### src/rtl/core/pnrs_pkg.sv
// Shared types and constants for the packet number range set.
package pnrs_pkg;

  localparam int NUM_CELLS = 16;
  localparam int IDX_W     = 4;
  localparam int COUNT_W   = 5;
  localparam int PN_W      = 62;
  localparam int STATUS_W  = 2;

  localparam logic FUNC_ADD  = 1'b0;
  localparam logic FUNC_READ = 1'b1;

  localparam logic [STATUS_W-1:0] ST_OK   = 2'd0;
  localparam logic [STATUS_W-1:0] ST_DUP  = 2'd1;
  localparam logic [STATUS_W-1:0] ST_FULL = 2'd2;

  typedef enum logic [1:0] {
    S_IDLE,
    S_CMP,
    S_UPD
  } state_t;

  typedef enum logic [2:0] {
    OP_NONE,
    OP_EXT_DN,
    OP_EXT_UP,
    OP_MERGE,
    OP_INSERT
  } op_t;

  // Broadcast from control to every cell.
  typedef struct packed {
    logic            cmp_en;
    op_t             op;
    logic [PN_W-1:0] pn;
    logic [PN_W-1:0] pn_p1;
    logic [PN_W-1:0] pn_m1;
  } bcast_t;

  // What a cell shows its neighbors.
  typedef struct packed {
    logic [PN_W-1:0] lo;
    logic [PN_W-1:0] hi;
    logic            above;
  } link_t;

  // Per-cell match flags back to control.
  typedef struct packed {
    logic dup;
    logic ext_dn;
    logic ext_up;
  } flags_t;

endpackage

### src/rtl/core/pnrs_cell.sv
// One table slot: holds a range, compares it against the beat, shifts with its neighbors.
module pnrs_cell (
  input  logic            clk,
  input  pnrs_pkg::bcast_t bc,
  input  logic            held,
  input  pnrs_pkg::link_t left,
  input  pnrs_pkg::link_t right,
  output pnrs_pkg::link_t self,
  output pnrs_pkg::flags_t flags
);

  logic [pnrs_pkg::PN_W-1:0] lo_r, lo_nxt;
  logic [pnrs_pkg::PN_W-1:0] hi_r, hi_nxt;
  logic above_r, above_nxt;
  logic dup_r, dup_nxt;
  logic lodn_r, lodn_nxt;
  logic hiup_r, hiup_nxt;
  logic firstpos;
  logic lastabove;

  assign firstpos  = !above_r && left.above;
  assign lastabove = above_r && !right.above;

  assign self.lo    = lo_r;
  assign self.hi    = hi_r;
  assign self.above = above_r;

  assign flags.dup    = dup_r;
  assign flags.ext_dn = lastabove && lodn_r;
  assign flags.ext_up = held && firstpos && hiup_r;

  always_comb begin
    above_nxt = above_r;
    dup_nxt   = dup_r;
    lodn_nxt  = lodn_r;
    hiup_nxt  = hiup_r;
    if (bc.cmp_en) begin
      above_nxt = held && (bc.pn <= hi_r);
      dup_nxt   = held && (bc.pn <= hi_r) && (bc.pn >= lo_r);
      lodn_nxt  = (lo_r == bc.pn_p1);
      hiup_nxt  = (hi_r == bc.pn_m1);
    end
  end

  always_comb begin
    lo_nxt = lo_r;
    hi_nxt = hi_r;
    case (bc.op)
      pnrs_pkg::OP_EXT_DN: begin
        if (lastabove) lo_nxt = bc.pn;
      end
      pnrs_pkg::OP_EXT_UP: begin
        if (held && firstpos) hi_nxt = bc.pn;
      end
      pnrs_pkg::OP_MERGE: begin
        if (lastabove) begin
          lo_nxt = right.lo;
        end else if (!above_r) begin
          lo_nxt = right.lo;
          hi_nxt = right.hi;
        end
      end
      pnrs_pkg::OP_INSERT: begin
        if (firstpos) begin
          lo_nxt = bc.pn;
          hi_nxt = bc.pn;
        end else if (!above_r) begin
          lo_nxt = left.lo;
          hi_nxt = left.hi;
        end
      end
      default: begin
        lo_nxt = lo_r;
        hi_nxt = hi_r;
      end
    endcase
  end

  always_ff @(posedge clk) begin
    lo_r    <= lo_nxt;
    hi_r    <= hi_nxt;
    above_r <= above_nxt;
    dup_r   <= dup_nxt;
    lodn_r  <= lodn_nxt;
    hiup_r  <= hiup_nxt;
  end

endmodule

### config.mk
export PLATFORM = sky130hd
export DESIGN_NAME = pnrs_cell
export DESIGN_NICKNAME = d
export VERILOG_FILES = /design/src/rtl/core/pnrs_pkg.sv /design/src/rtl/core/pnrs_cell.sv
export SDC_FILE = /design/constraint.sdc
export NUM_CORES = 1
export LEC_CHECK = 0
export BUFFER_PORTS_ARGS = -buffer_cell sky130_fd_sc_hd__buf_2
export CORE_AREA = 2 2 222 224
export DETAILED_ROUTE_END_ITERATION = 7
export DIE_AREA = 0 0 224 226
export PLACE_DENSITY = 0.51
export SLEW_MARGIN = 20
export SYNTH_ARGS = -nofsm -noshare
export SYNTH_HDL_FRONTEND = slang
export SYNTH_SLANG_ARGS = --single-unit
### constraint.sdc
create_clock -name clk -period 8.4 [get_ports clk]
set_input_delay 0.84 -clock clk [delete_from_list [all_inputs] [get_ports clk]]
set_output_delay 0.84 -clock clk [all_outputs]
set_load 0.005 [all_outputs]
==> qor.yml, run 1 <==
syn_inst: 977
antenna_found_initial: 10
grt_setup_unrepaired: "false"
ant_nets: 0
cts_buffers: 17
start_util_pct: 21.1
syn_nets: 1543
drive_above_1_share_pct: 39.8
p_int_uw: 1430
root_buffer: "clkbuf_16"
worstSkewPairLatency_ps: 490
fin_nets: 2104
synth-edff-count: 128
crit_arrival_ps: 3350
power_uw: 2090
cts_resized: 0
power.clock.fraction_pct: 35.9
drt_pre_antenna_iters: 5
yosysTopAreaCellShare_pct: 37.7
cts.clk_slew.worst_paths_ps: 70
seqCellArea_um2: 3840
cts_tree: "yes"
syn_area_um2: 10200
async_flop_share_pct: 0
seq_power_share_pct: 38.5
hold_class: "primary input to flip-flop"
min_period_over_period_pct: 37.2
dpl.hpwl_um: 48000
drc: 0
pre_cts_slack_ps: 4870
fill_cells: 5175
fp.dieH_um: 226
h-tree-depth: 4
status: "complete, no violations"
rows: 81
yosysWarnings: 0
fin_ws_ps: 5270
hold_violations: 0
grt_max_degree: 69
synth_cell_types: 45
place.port_buffers: 569
cap_viol_max_count: 0
place.gp.congestion: 0.919
yosysSeqAreaShare_pct: 37.7
grt_first_pass_wirelength_um: 75100
worst_pin_slew_ps: 1140
wl_um: 56300
worstSetupEndpointType: "flip-flop"
vias: 10500
drt_iter0_drc: 580
cp_max_fo: 3
synthTopCellsByArea: "edfxtp_1, ha_1, a221o_1, xor2_1, inv_1"
clk_path_buf_depth: 2
final_common_cell: "buf_2"
finalClockSkew_ps: 11.2
synth_ff_type: "edfxtp_1"
ys_ff_latch: 128
p_per_area_nw_per_um2: 146
die_x_um: 224
setup_violations: 0
p_leak_uw: 0.00679
grt_remaining_overflow: 0
wire_per_inst_um: 25.8
period_minus_slack_ps: 3130
max_clock_freq_ghz: 0.320
cts_setup_buffers: 0
clkSinkCount: 128
tns_ps: 0
combPwrFrac_pct: 25.6
mostFrequentLayoutCells: "buf_2, inv_1, edfxtp_1, a221o_1, ha_1"
swShare_pct: 31.8
dieArea_um2: 50600
synth.avg_cell_area_um2: 10.4
syn_to_final_growth_pct: 41.0
worst-setup-path-type: "flip-flop to flip-flop"
slew_headroom_pct: 23.3
grt_usage_pct: 21.7
worst_setup_path_start_kind: "flip-flop"
yosysTopAreaCell: "edfxtp_1"
crit_required_ps: 8620
io_pins: 570
core_um2: 48300
multiInputGateArea_um2: 5770
maxSlewViolCount: 0
via_per_inst: 4.81
switching_power_uw: 667
max-vdd-ir-drop_uv: 129
grt_pass1_vias: 10600
holdBufCountCts: 0
-- Yosys cell counts (all sizes together), types with 4 or more instances --
cell type / n
xor2: 84
and2: 62
a221o: 125
xnor2: 40
edfxtp: 128
nand3: 17
a21oi: 50
clkbuf: 29
ha: 124
and4: 5
nor3: 10
o21ai: 20
buf: 6
nor2: 9
nand2b: 4
nand4: 36
nor4: 28
nand2: 37
inv: 128
a221oi: 10
-- power by group through the flow --
| stage | clock network, µW | logic [µW] | registers, µW |
|---|---|---|---|
| 2_1_floorplan | 0 | 243 | 804 |
| 3_3_place_gp | 0 | 535 | 821 |
| 3_5_place_dp | 0 | 540 | 821 |
| 4_1_cts | 783 | 544 | 808 |
| 5_1_grt | 796 | 588 | 811 |
| 6_report | 751 | 536 | 807 |
-- final timing paths --
| kind | startpoint | end | slack [ps] | depth (start not counted) |
|---|---|---|---|---|
| setup / recovery | lo_r[47] | dup_r | 5270 | 9 |
| hold / removal | left[79] | lo_r[16] | 650 | 2 |
| setup reg to reg | lo_r[47] | dup_r | 5270 | 9 |
| hold reg to reg | hi_r[10] | hiup_r | 970 | 4 |
-- sequential cells by signal, indices dropped and copies added (netlist names) --
register / cells
above_r: 1
dup_r: 1
hi_r: 62
hiup_r: 1
lo_r: 62
lodn_r: 1
-- critical path, cell delays in order, from the launching register on --
cell,delay [ps]
edfxtp_1,540
inv_1,90
ha_1,300
a21oi_1,150
o21ai_0,140
a221oi_1,680
o211ai_1,370
a211o_1,380
nand3_1,150
a21boi_4,70
-- cell families (layout without fill, tap and decap cells) --
family | count (synthesis) | in the layout | share of synthesized area (%)
compound gates | 219 | 219 | 17.8
simple gates | 218 | 218 | 12.3
buf+inv | 163 | 737 | 6.09
flops | 128 | 128 | 37.7
fa+ha+maj | 124 | 124 | 15.2
xor+xnor | 124 | 124 | 10.7
mux | 1 | 1 | 0.0983
other cells | 0 | 5 | 0
-- routing by layer --
layer / GRT usage (%) / wire length, µm / part of all wire [%]
met1: 26.4 / 23500 / 42
met2: 37.6 / 27600 / 49
met3: 4.66 / 3420 / 6.1
met4: 8.13 / 1650 / 2.9
met5: 0 / 27 / 0.048
-- per-stage QoR --
step                hold WS (ps)  cell area (µm²)  cells  util (%)
floorplan                    820            10200    977         -
global placement             963            13800   2141      28.5
detailed placement           953            13800   2141      28.5
CTS                          598            14300   2173      29.7
global route                 636            14400   2176      29.7
finish                       649            14400   2178      29.7
-- layout make-up --
class,instances,area share (%)
clock buffer,18,2.99
antenna,5,0.0871
tap,622,5.42
clock inverter,14,0.993
timing repair buffer,577,20.2
sequential,128,26.8
inverter,128,3.35
multi-input combinational,686,40.2
Power figures use the tool's default switching activity.
==> run 2, diff against run 1 <==
--- a/config.mk
+++ b/config.mk
@@ -9,7 +9,7 @@
 export CORE_AREA = 2 2 222 224
 export DETAILED_ROUTE_END_ITERATION = 7
 export DIE_AREA = 0 0 224 226
-export PLACE_DENSITY = 0.51
+export PLACE_DENSITY = 0.53
 export SLEW_MARGIN = 20
 export SYNTH_ARGS = -nofsm -noshare
 export SYNTH_HDL_FRONTEND = slang
==> constraint.sdc (replaced) <==
create_clock -name clk -period 2.5 [get_ports clk]
set_input_delay 0.25 -clock clk [delete_from_list [all_inputs] [get_ports clk]]
set_output_delay 0.25 -clock clk [all_outputs]
set_load 0.005 [all_outputs]
==> run 2 against run 1 <==
Critical path type unchanged; highest routed layer unchanged; largest cell class unchanged; clock skew fell by 2.0 ps; register-to-register slack got worse by 5200 ps; combinational power rose to 4.1 times the previous value.
==> qor.yml, run 2 (same netlist as run 1, synthesis figures left out) <==
p_leak_uw: 0.00762  # was 0.00679 µW
grt_remaining_overflow: 0  # unchanged
status: "complete, no violations"  # unchanged
p_int_uw: 5090  # was 1430 µW
power_uw: 7430  # was 2090 µW
cp_num_cells: 9  # unchanged
slew_headroom_pct: 52.8  # was 23.3%
fin_area_um2: 15900  # was 14400 µm²
grt_setup_unrepaired: "true"  # was false
cp_top_family: "compound AO/OA/AOI/OAI gates"  # unchanged
largestRegisters: "hi_r (62), lo_r (62)"  # unchanged
clkSinkCount: 128  # unchanged
syn_to_final_growth_pct: 56.0  # was 41.0%
placed_cell_area_um2: 14900  # was 13800 µm²
min_period_over_period_pct: 98.2  # was 37.2%
holdBufCountCts: 0  # unchanged
dieArea_um2: 50600  # unchanged
p_per_area_nw_per_um2: 468  # was 146 nW/µm²
worst-setup-path-type: "flip-flop to flip-flop"  # unchanged
path_buf_inv: 1  # unchanged
rows: 81  # unchanged
mostFrequentLayoutCells: "buf_2, buf_4, edfxtp_1, inv_1, a221o_1"  # was buf_2, inv_1, edfxtp_1, a221o_1, ha_1
swShare_pct: 31.5  # was 31.8%
worstSkewPairLatency_ps: 490  # about the same
die_x_um: 224  # unchanged
place.gp.congestion: 0.895  # was 0.919
drt_iter0_drc: 632  # was 580
drc: 0  # unchanged
r2r_start: "hi_r[47]"  # was lo_r[47]
crit_start: "hi_r[47]"  # was lo_r[47]
worst_pin_slew_ps: 701  # was 1140 ps
cp_cell_sequence: "inv_1 -> ha_1 -> a21oi_1 -> o21ai_1 -> a221oi_1 -> a21oi_2 -> nor4b_4 -> a31o_4 -> a21boi_4"  # was inv_1 -> ha_1 -> a21oi_1 -> o21ai_0 -> a221oi_1 -> o211ai_1 -> a211o_1 -> nand3_1 -> a21boi_4
hold_violations: 0  # unchanged
cts_tree: "yes"  # unchanged
cts.clk_slew.worst_paths_ps: 60  # was 70 ps
worstSetupEndpointType: "flip-flop"  # unchanged
max_clock_freq_ghz: 0.407  # was 0.320 GHz
clk_path_buf_depth: 2  # unchanged
grt_usage_pct: 22.3  # was 21.7%
crit_slowest_cell: "nor4b_4"  # was a221oi_1
max-vdd-ir-drop_uv: 498  # was 129 µV
min_path_cells: 2  # unchanged
antenna_found_initial: 6  # was 10
cap_viol_max_count: 0  # unchanged
crit_required_ps: 2840  # was 8620 ps
core_um2: 48300  # unchanged
slowest_delay_ps: 420  # was 680 ps
power.clock.fraction_pct: 35.2  # was 35.9%
worst_setup_path_start_kind: "flip-flop"  # unchanged
wire_per_inst_um: 24.7  # was 25.8 µm
switching_power_uw: 2340  # was 667 µW
crit_arrival_ps: 2800  # was 3350 ps
vias: 11000  # was 10.5k
drive_above_1_share_pct: 47.3  # was 39.8%
final_common_cell: "buf_2"  # unchanged
via_per_inst: 4.74  # was 4.81
dpl.hpwl_um: 49700  # was 48000 µm
cts_buffers: 17  # unchanged
cp_max_fo: 2  # was 3
grt_pass1_vias: 11100  # was 10.6k
hold_class: "primary input to flip-flop"  # unchanged
grt_max_degree: 70  # was 69
root_buffer: "clkbuf_16"  # unchanged
h-tree-depth: 4  # unchanged
fp.dieH_um: 226  # unchanged
fin_nets: 2260  # was 2104
io_pins: 570  # unchanged
ff2ff_path_depth: 9  # unchanged
period_minus_slack_ps: 2460  # was 3130 ps
grt_first_pass_wirelength_um: 77600  # was 75100 µm
drt_pre_antenna_iters: 5  # unchanged
wl_um: 57600  # was 56300 µm
maxSlewViolCount: 0  # unchanged
setup_violations: 0  # unchanged
min_from: "right[77]"  # was left[79]
finalClockSkew_ps: 9.25  # was 11.2 ps
seq_power_share_pct: 35.4  # was 38.5%
ant_nets: 0  # unchanged
start_util_pct: 21.1  # unchanged
place.port_buffers: 569  # unchanged
combPwrFrac_pct: 29.4  # was 25.6%
## run 2: changes by cell type in the layout (fill, tap and decap cells not counted), sizes merged
cell | previous run | this run
buf | 577 | 733
bufinv | 2 | 3
clkinv | 7 | 4
clkinvlp | 4 | 5
diode | 5 | 3
inv | 129 | 128
## run 2: final cells by class
| class | count | area [µm²] |
|---|---|---|
| sequential | 128 | 3840 |
| inverter | 128 | 480 |
| fill | 5044 | 32500 |
| antenna | 3 | 7.51 |
| timing repair buffer | 733 | 4140 |
| multi-input combinational | 686 | 6060 |
| tap | 622 | 778 |
| clock buffer | 18 | 429 |
| clock inverter | 12 | 145 |
## run 2: worst register-to-register path: cells and delay by family, from the launching register on
kind	cells	cell delay, ps
AO/OA/AOI/OAI	6	1120
adder cells (fa/ha/maj)	1	260
buffers and inverters	1	140
flip-flops	1	380
AND/OR/NAND/NOR	1	420
## run 2: timing repair
| action | 4_1_cts | 5_1_grt |
|---|---|---|
| endpoints found under the setup margin | 2 | 2 |
| pin swaps | 17 | 19 |
| gates resized for setup | 23 | 25 |
| setup buffers | 8 | 16 |
## run 2: power by group through the flow
stage	combinational, µW	clock (µW)	sequential [µW]
2_1_floorplan	819	0	2690
3_3_place_gp	2090	0	2680
3_5_place_dp	2110	0	2680
4_1_cts	2160	2690	2640
5_1_grt	2380	2750	2650
6_report	2180	2610	2630
## run 2: through the flow
stage	std cells	TNS [ps]	util, %	hold slack [ps]	worst slack, ps
after CTS	2311	0	32.2	15.5	0.748
after global placement	2275	-776	30.7	551	-537
after floorplan	977	0	-	362	308
after detailed placement	2275	-875	30.7	553	-550
after global routing	2327	-18.4	32.8	36.0	-18.4
final	2330	0	32.9	59.5	44.9
## run 2: per-layer routing
layer / wire (µm) / GRT usage, % / vias up
met2: 28500 / 39.1 / 523
met3: 3770 / 4.71 / 70
li1: - / - / 5181
met4: 1650 / 8.32 / 6
met1: 23600 / 26.8 / 5266
met5: 32 / 0 / -
## run 2: final timing paths
path,slack (ps),endpoint
max reg2reg,40,dup_r
min reg2reg,940,lodn_r
min,60,lo_r[14]
max,40,dup_r
==> run 3, diff against run 2 <==
--- a/config.mk
+++ b/config.mk
@@ -5,11 +5,13 @@
 export SDC_FILE = /design/constraint.sdc
 export NUM_CORES = 1
 export LEC_CHECK = 0
+export ABC_AREA = 1
 export BUFFER_PORTS_ARGS = -buffer_cell sky130_fd_sc_hd__buf_2
-export CORE_AREA = 2 2 222 224
+export CORE_AREA = 3 3 222 224
+export CTS_CLUSTER_DIAMETER = 120
 export DETAILED_ROUTE_END_ITERATION = 7
-export DIE_AREA = 0 0 224 226
-export PLACE_DENSITY = 0.53
+export DIE_AREA = 0 0 225 227
+export PLACE_DENSITY = 0.58
 export SLEW_MARGIN = 20
 export SYNTH_ARGS = -nofsm -noshare
 export SYNTH_HDL_FRONTEND = slang
==> run 3 against run 2 <==
Synthesized cell count rose by 82%; register-to-register slack improved by 110 ps; clock skew rose by 7.2 ps; utilization rose by 1.8 points; fmax rose by 4.8%; largest cell class unchanged.
==> qor.yml, run 3 <==
status: "complete, no violations"  # unchanged
drc: 0  # unchanged
crit_arrival_ps: 2710  # was 2800 ps
r2r-end: "dup_r"  # unchanged
use_met2_pct: 39.3  # was 39.1%
worstSetupEndpointType: "flip-flop"  # unchanged
r2r_start: "lo_r[61]"  # was hi_r[47]
grt_pass1_vias: 13600  # was 11.1k
seqCellArea_um2: 3840  # unchanged
p_per_area_nw_per_um2: 453  # was 468 nW/µm²
min_from: "right[33]"  # was right[77]
dpl.hpwl_um: 47900  # was 49700 µm
start_util_pct: 25.7  # was 21.1%
vias: 14000  # was 11.0k
syn_area_um2: 12200  # was 10200 µm²
slew_headroom_pct: 47.7  # was 52.8%
cap_viol_max_count: 0  # unchanged
min_path_cells: 3  # was 2
multiInputGateArea_um2: 7500  # was 6060 µm²
min_period_over_period_pct: 93.7  # was 98.2%
via_per_inst: 4.70  # was 4.74
place.gp.congestion: 0.968  # was 0.895
synth_cell_types: 36  # was 45
synth-edff-count: 128  # unchanged
antenna_found_initial: 16  # was 6
grt_remaining_overflow: 0  # unchanged
finalClockSkew_ps: 16.5  # was 9.25 ps
h-tree-depth: 4  # unchanged
max-vdd-ir-drop_uv: 459  # was 498 µV
drt_iter0_drc: 712  # was 632
wire_per_inst_um: 19.6  # was 24.7 µm
synth_most_common_cell: "nand2_1"
synthTopCellsByArea: "edfxtp_1, nand2_1, ha_1, nand3_1, inv_1"  # was edfxtp_1, ha_1, a221o_1, xor2_1, inv_1
post-route-util_pct: 34.6  # was 32.9%
syn_nets: 2349  # was 1543
yosysTopAreaCellShare_pct: 31.4  # was 37.7%
fp.dieH_um: 227  # was 226 µm
cts_buffers: 17  # unchanged
met1_usage_pct: 25.9  # was 26.8%
syn_to_final_growth_pct: 34.6  # was 56.0%
async_flop_share_pct: 0  # unchanged
fin_nets: 2907  # was 2260
yosysSeqAreaShare_pct: 31.4  # was 37.7%
yosysWarnings: 0  # unchanged
clk_path_buf_depth: 2  # unchanged
drive_above_1_share_pct: 29.3  # was 47.3%
cts.clk_slew.worst_paths_ps: 70  # was 60 ps
max_clock_freq_ghz: 0.427  # was 0.407 GHz
wl_um: 58300  # was 57600 µm
core_um2: 47500  # was 48300 µm²
crit_required_ps: 2870  # was 2840 ps
hold_violations: 0  # unchanged
worst_pin_slew_ps: 777  # was 701 ps
p_leak_uw: 0.00870  # was 0.00762 µW
synth_ff_type: "edfxtp_1"  # unchanged
worstSkewPairLatency_ps: 490  # about the same
grt_max_degree: 125  # was 70
hold_class: "primary input to flip-flop"  # unchanged
setup_violations: 0  # unchanged
final_common_cell: "nand2_1"  # was buf_2
root_buffer: "clkbuf_16"  # unchanged
synth_common_cells: "nand2_1, nand3_1, inv_1"  # was edfxtp_1, inv_1, a221o_1
mostFrequentLayoutCells: "nand2_1, buf_2, nand3_1, inv_1, edfxtp_1"  # was buf_2, buf_4, edfxtp_1, inv_1, a221o_1
rows: 80  # was 81
grt_usage_pct: 22.1  # was 22.3%
worst_setup_path_start_kind: "flip-flop"  # unchanged
cts_tree: "yes"  # unchanged
ff2ff_path_depth: 10  # was 9
largestRegisters: "hi_r (62), lo_r (62)"  # unchanged
period_minus_slack_ps: 2340  # was 2460 ps
synth.avg_cell_area_um2: 6.86  # was 10.4 µm²
maxSlewViolCount: 0  # unchanged
grt_most_used_layer: "met2"  # unchanged
yosysTopAreaCell: "edfxtp_1"  # unchanged
syn_inst: 1783  # was 977
grt_setup_unrepaired: "false"  # was true
drt_pre_antenna_iters: 6  # was 5
r2r_slack_ps: 160  # was 40 ps
dieArea_um2: 51100  # was 50600 µm²
io_pins: 570  # unchanged
die_x_um: 225  # was 224 µm
ant_nets: 0  # unchanged
worst-setup-path-type: "flip-flop to flip-flop"  # unchanged
ys_ff_latch: 128  # unchanged
fill_cells: 5186  # was 5044
tns_ps: 0  # unchanged
grt_util_met3_pct: 5.48  # was 4.71%
hold_path_end: "hi_r[32]"  # was lo_r[14]
place.port_buffers: 569  # unchanged
cp_max_fo: 3  # was 2
clkSinkCount: 128  # unchanged
grt_first_pass_wirelength_um: 83000  # was 77600 µm
[run 3: cell count changes after synthesis, moves of 18 or more]
cell	before	now
nor2_1	8	50
xnor2_1	40	58
a221o_1	125	0
nand4_1	36	17
xor2_1	84	24
nand3_1	17	162
inv_2	0	28
and2_1	61	2
or2_2	0	23
inv_1	128	151
nand2_1	37	824
clkbuf_1	29	10
buf_2	1	32
[run 3: kinds of logic (layout without fill, tap and decap cells)]
group / count (synthesis) / after routing / share of synthesized area, %
and+or+nand+nor: 1142 / 1142 / 39.1
buffers and inverters: 232 / 803 / 7.54
DFF: 128 / 128 / 31.4
adders and majority gates: 124 / 124 / 12.7
xor gates and xnor gates: 82 / 82 / 5.88
AOI/OAI and AO/OA: 75 / 75 / 3.32
other: 0 / 6 / 0
[run 3: final cells by class]
class                      instances  share of cell area [%]
timing repair buffer             592                    19.0
multi-input combinational       1423                    45.6
clock inverter                     9                   0.411
sequential                       128                    23.4
inverter                         179                    4.12
clock buffer                      23                    2.72
tap                              615                    4.68
antenna                            6                  0.0912
[run 3: worst max path at each step]
| stage | startpoint | end |
|---|---|---|
| after detailed placement | lo_r[55] | dup_r |
| after floorplan | above_r | hi_r[0] |
| after global placement | lo_r[55] | dup_r |
| after CTS | lo_r[55] | dup_r |
| final | lo_r[61] | dup_r |
| after global routing | above_r | flags[0] |
[run 3: timing repair]
item / 4_1_cts / 5_1_grt
buffers inserted: 1 / 0
gates resized for setup: 0 / 2
setup endpoints to repair: 1 / 2
hold buffers: 0 / 0
[run 3: worst max-delay path, cell delays in order, from the launching register on]
cell and delay [ps]:
edfxtp_1 450, inv_1 70, ha_1 290, nand2_1 80, nor2_2 160, nand3_2 240
nor3_2 460, nand3_1 180, a21oi_2 150, nor2_1 60, nor2_2 90
[run 3: per-stage QoR]
step           std cells  hold WS [ps]  power (µW)  area, µm²  setup slack, ps
2_1_floorplan       1783           362        3960      12300             11.4
3_3_place_gp        2936           544        5090      15900             32.2
3_5_place_dp        2936           543        5130      15900             31.5
4_1_cts             2969          4.39        7570      16400             41.8
5_1_grt             2974          27.9        7900      16500             17.0
6_report            2975          46.3        7460      16500              157
[run 3: layer usage]
metal,up-vias,share of wire [%]
li1,6861,-
met1,6432,41
met2,564,49
met3,95,6.8
met4,16,3.0
met5,-,0.17
[run 3: power breakdown]
| part | internal [µW] | switching (µW) | total [µW] |
|---|---|---|---|
| combinational | 946 | 1390 | 2330 |
| clock | 1340 | 1050 | 2390 |
| sequential | 2590 | 148 | 2740 |
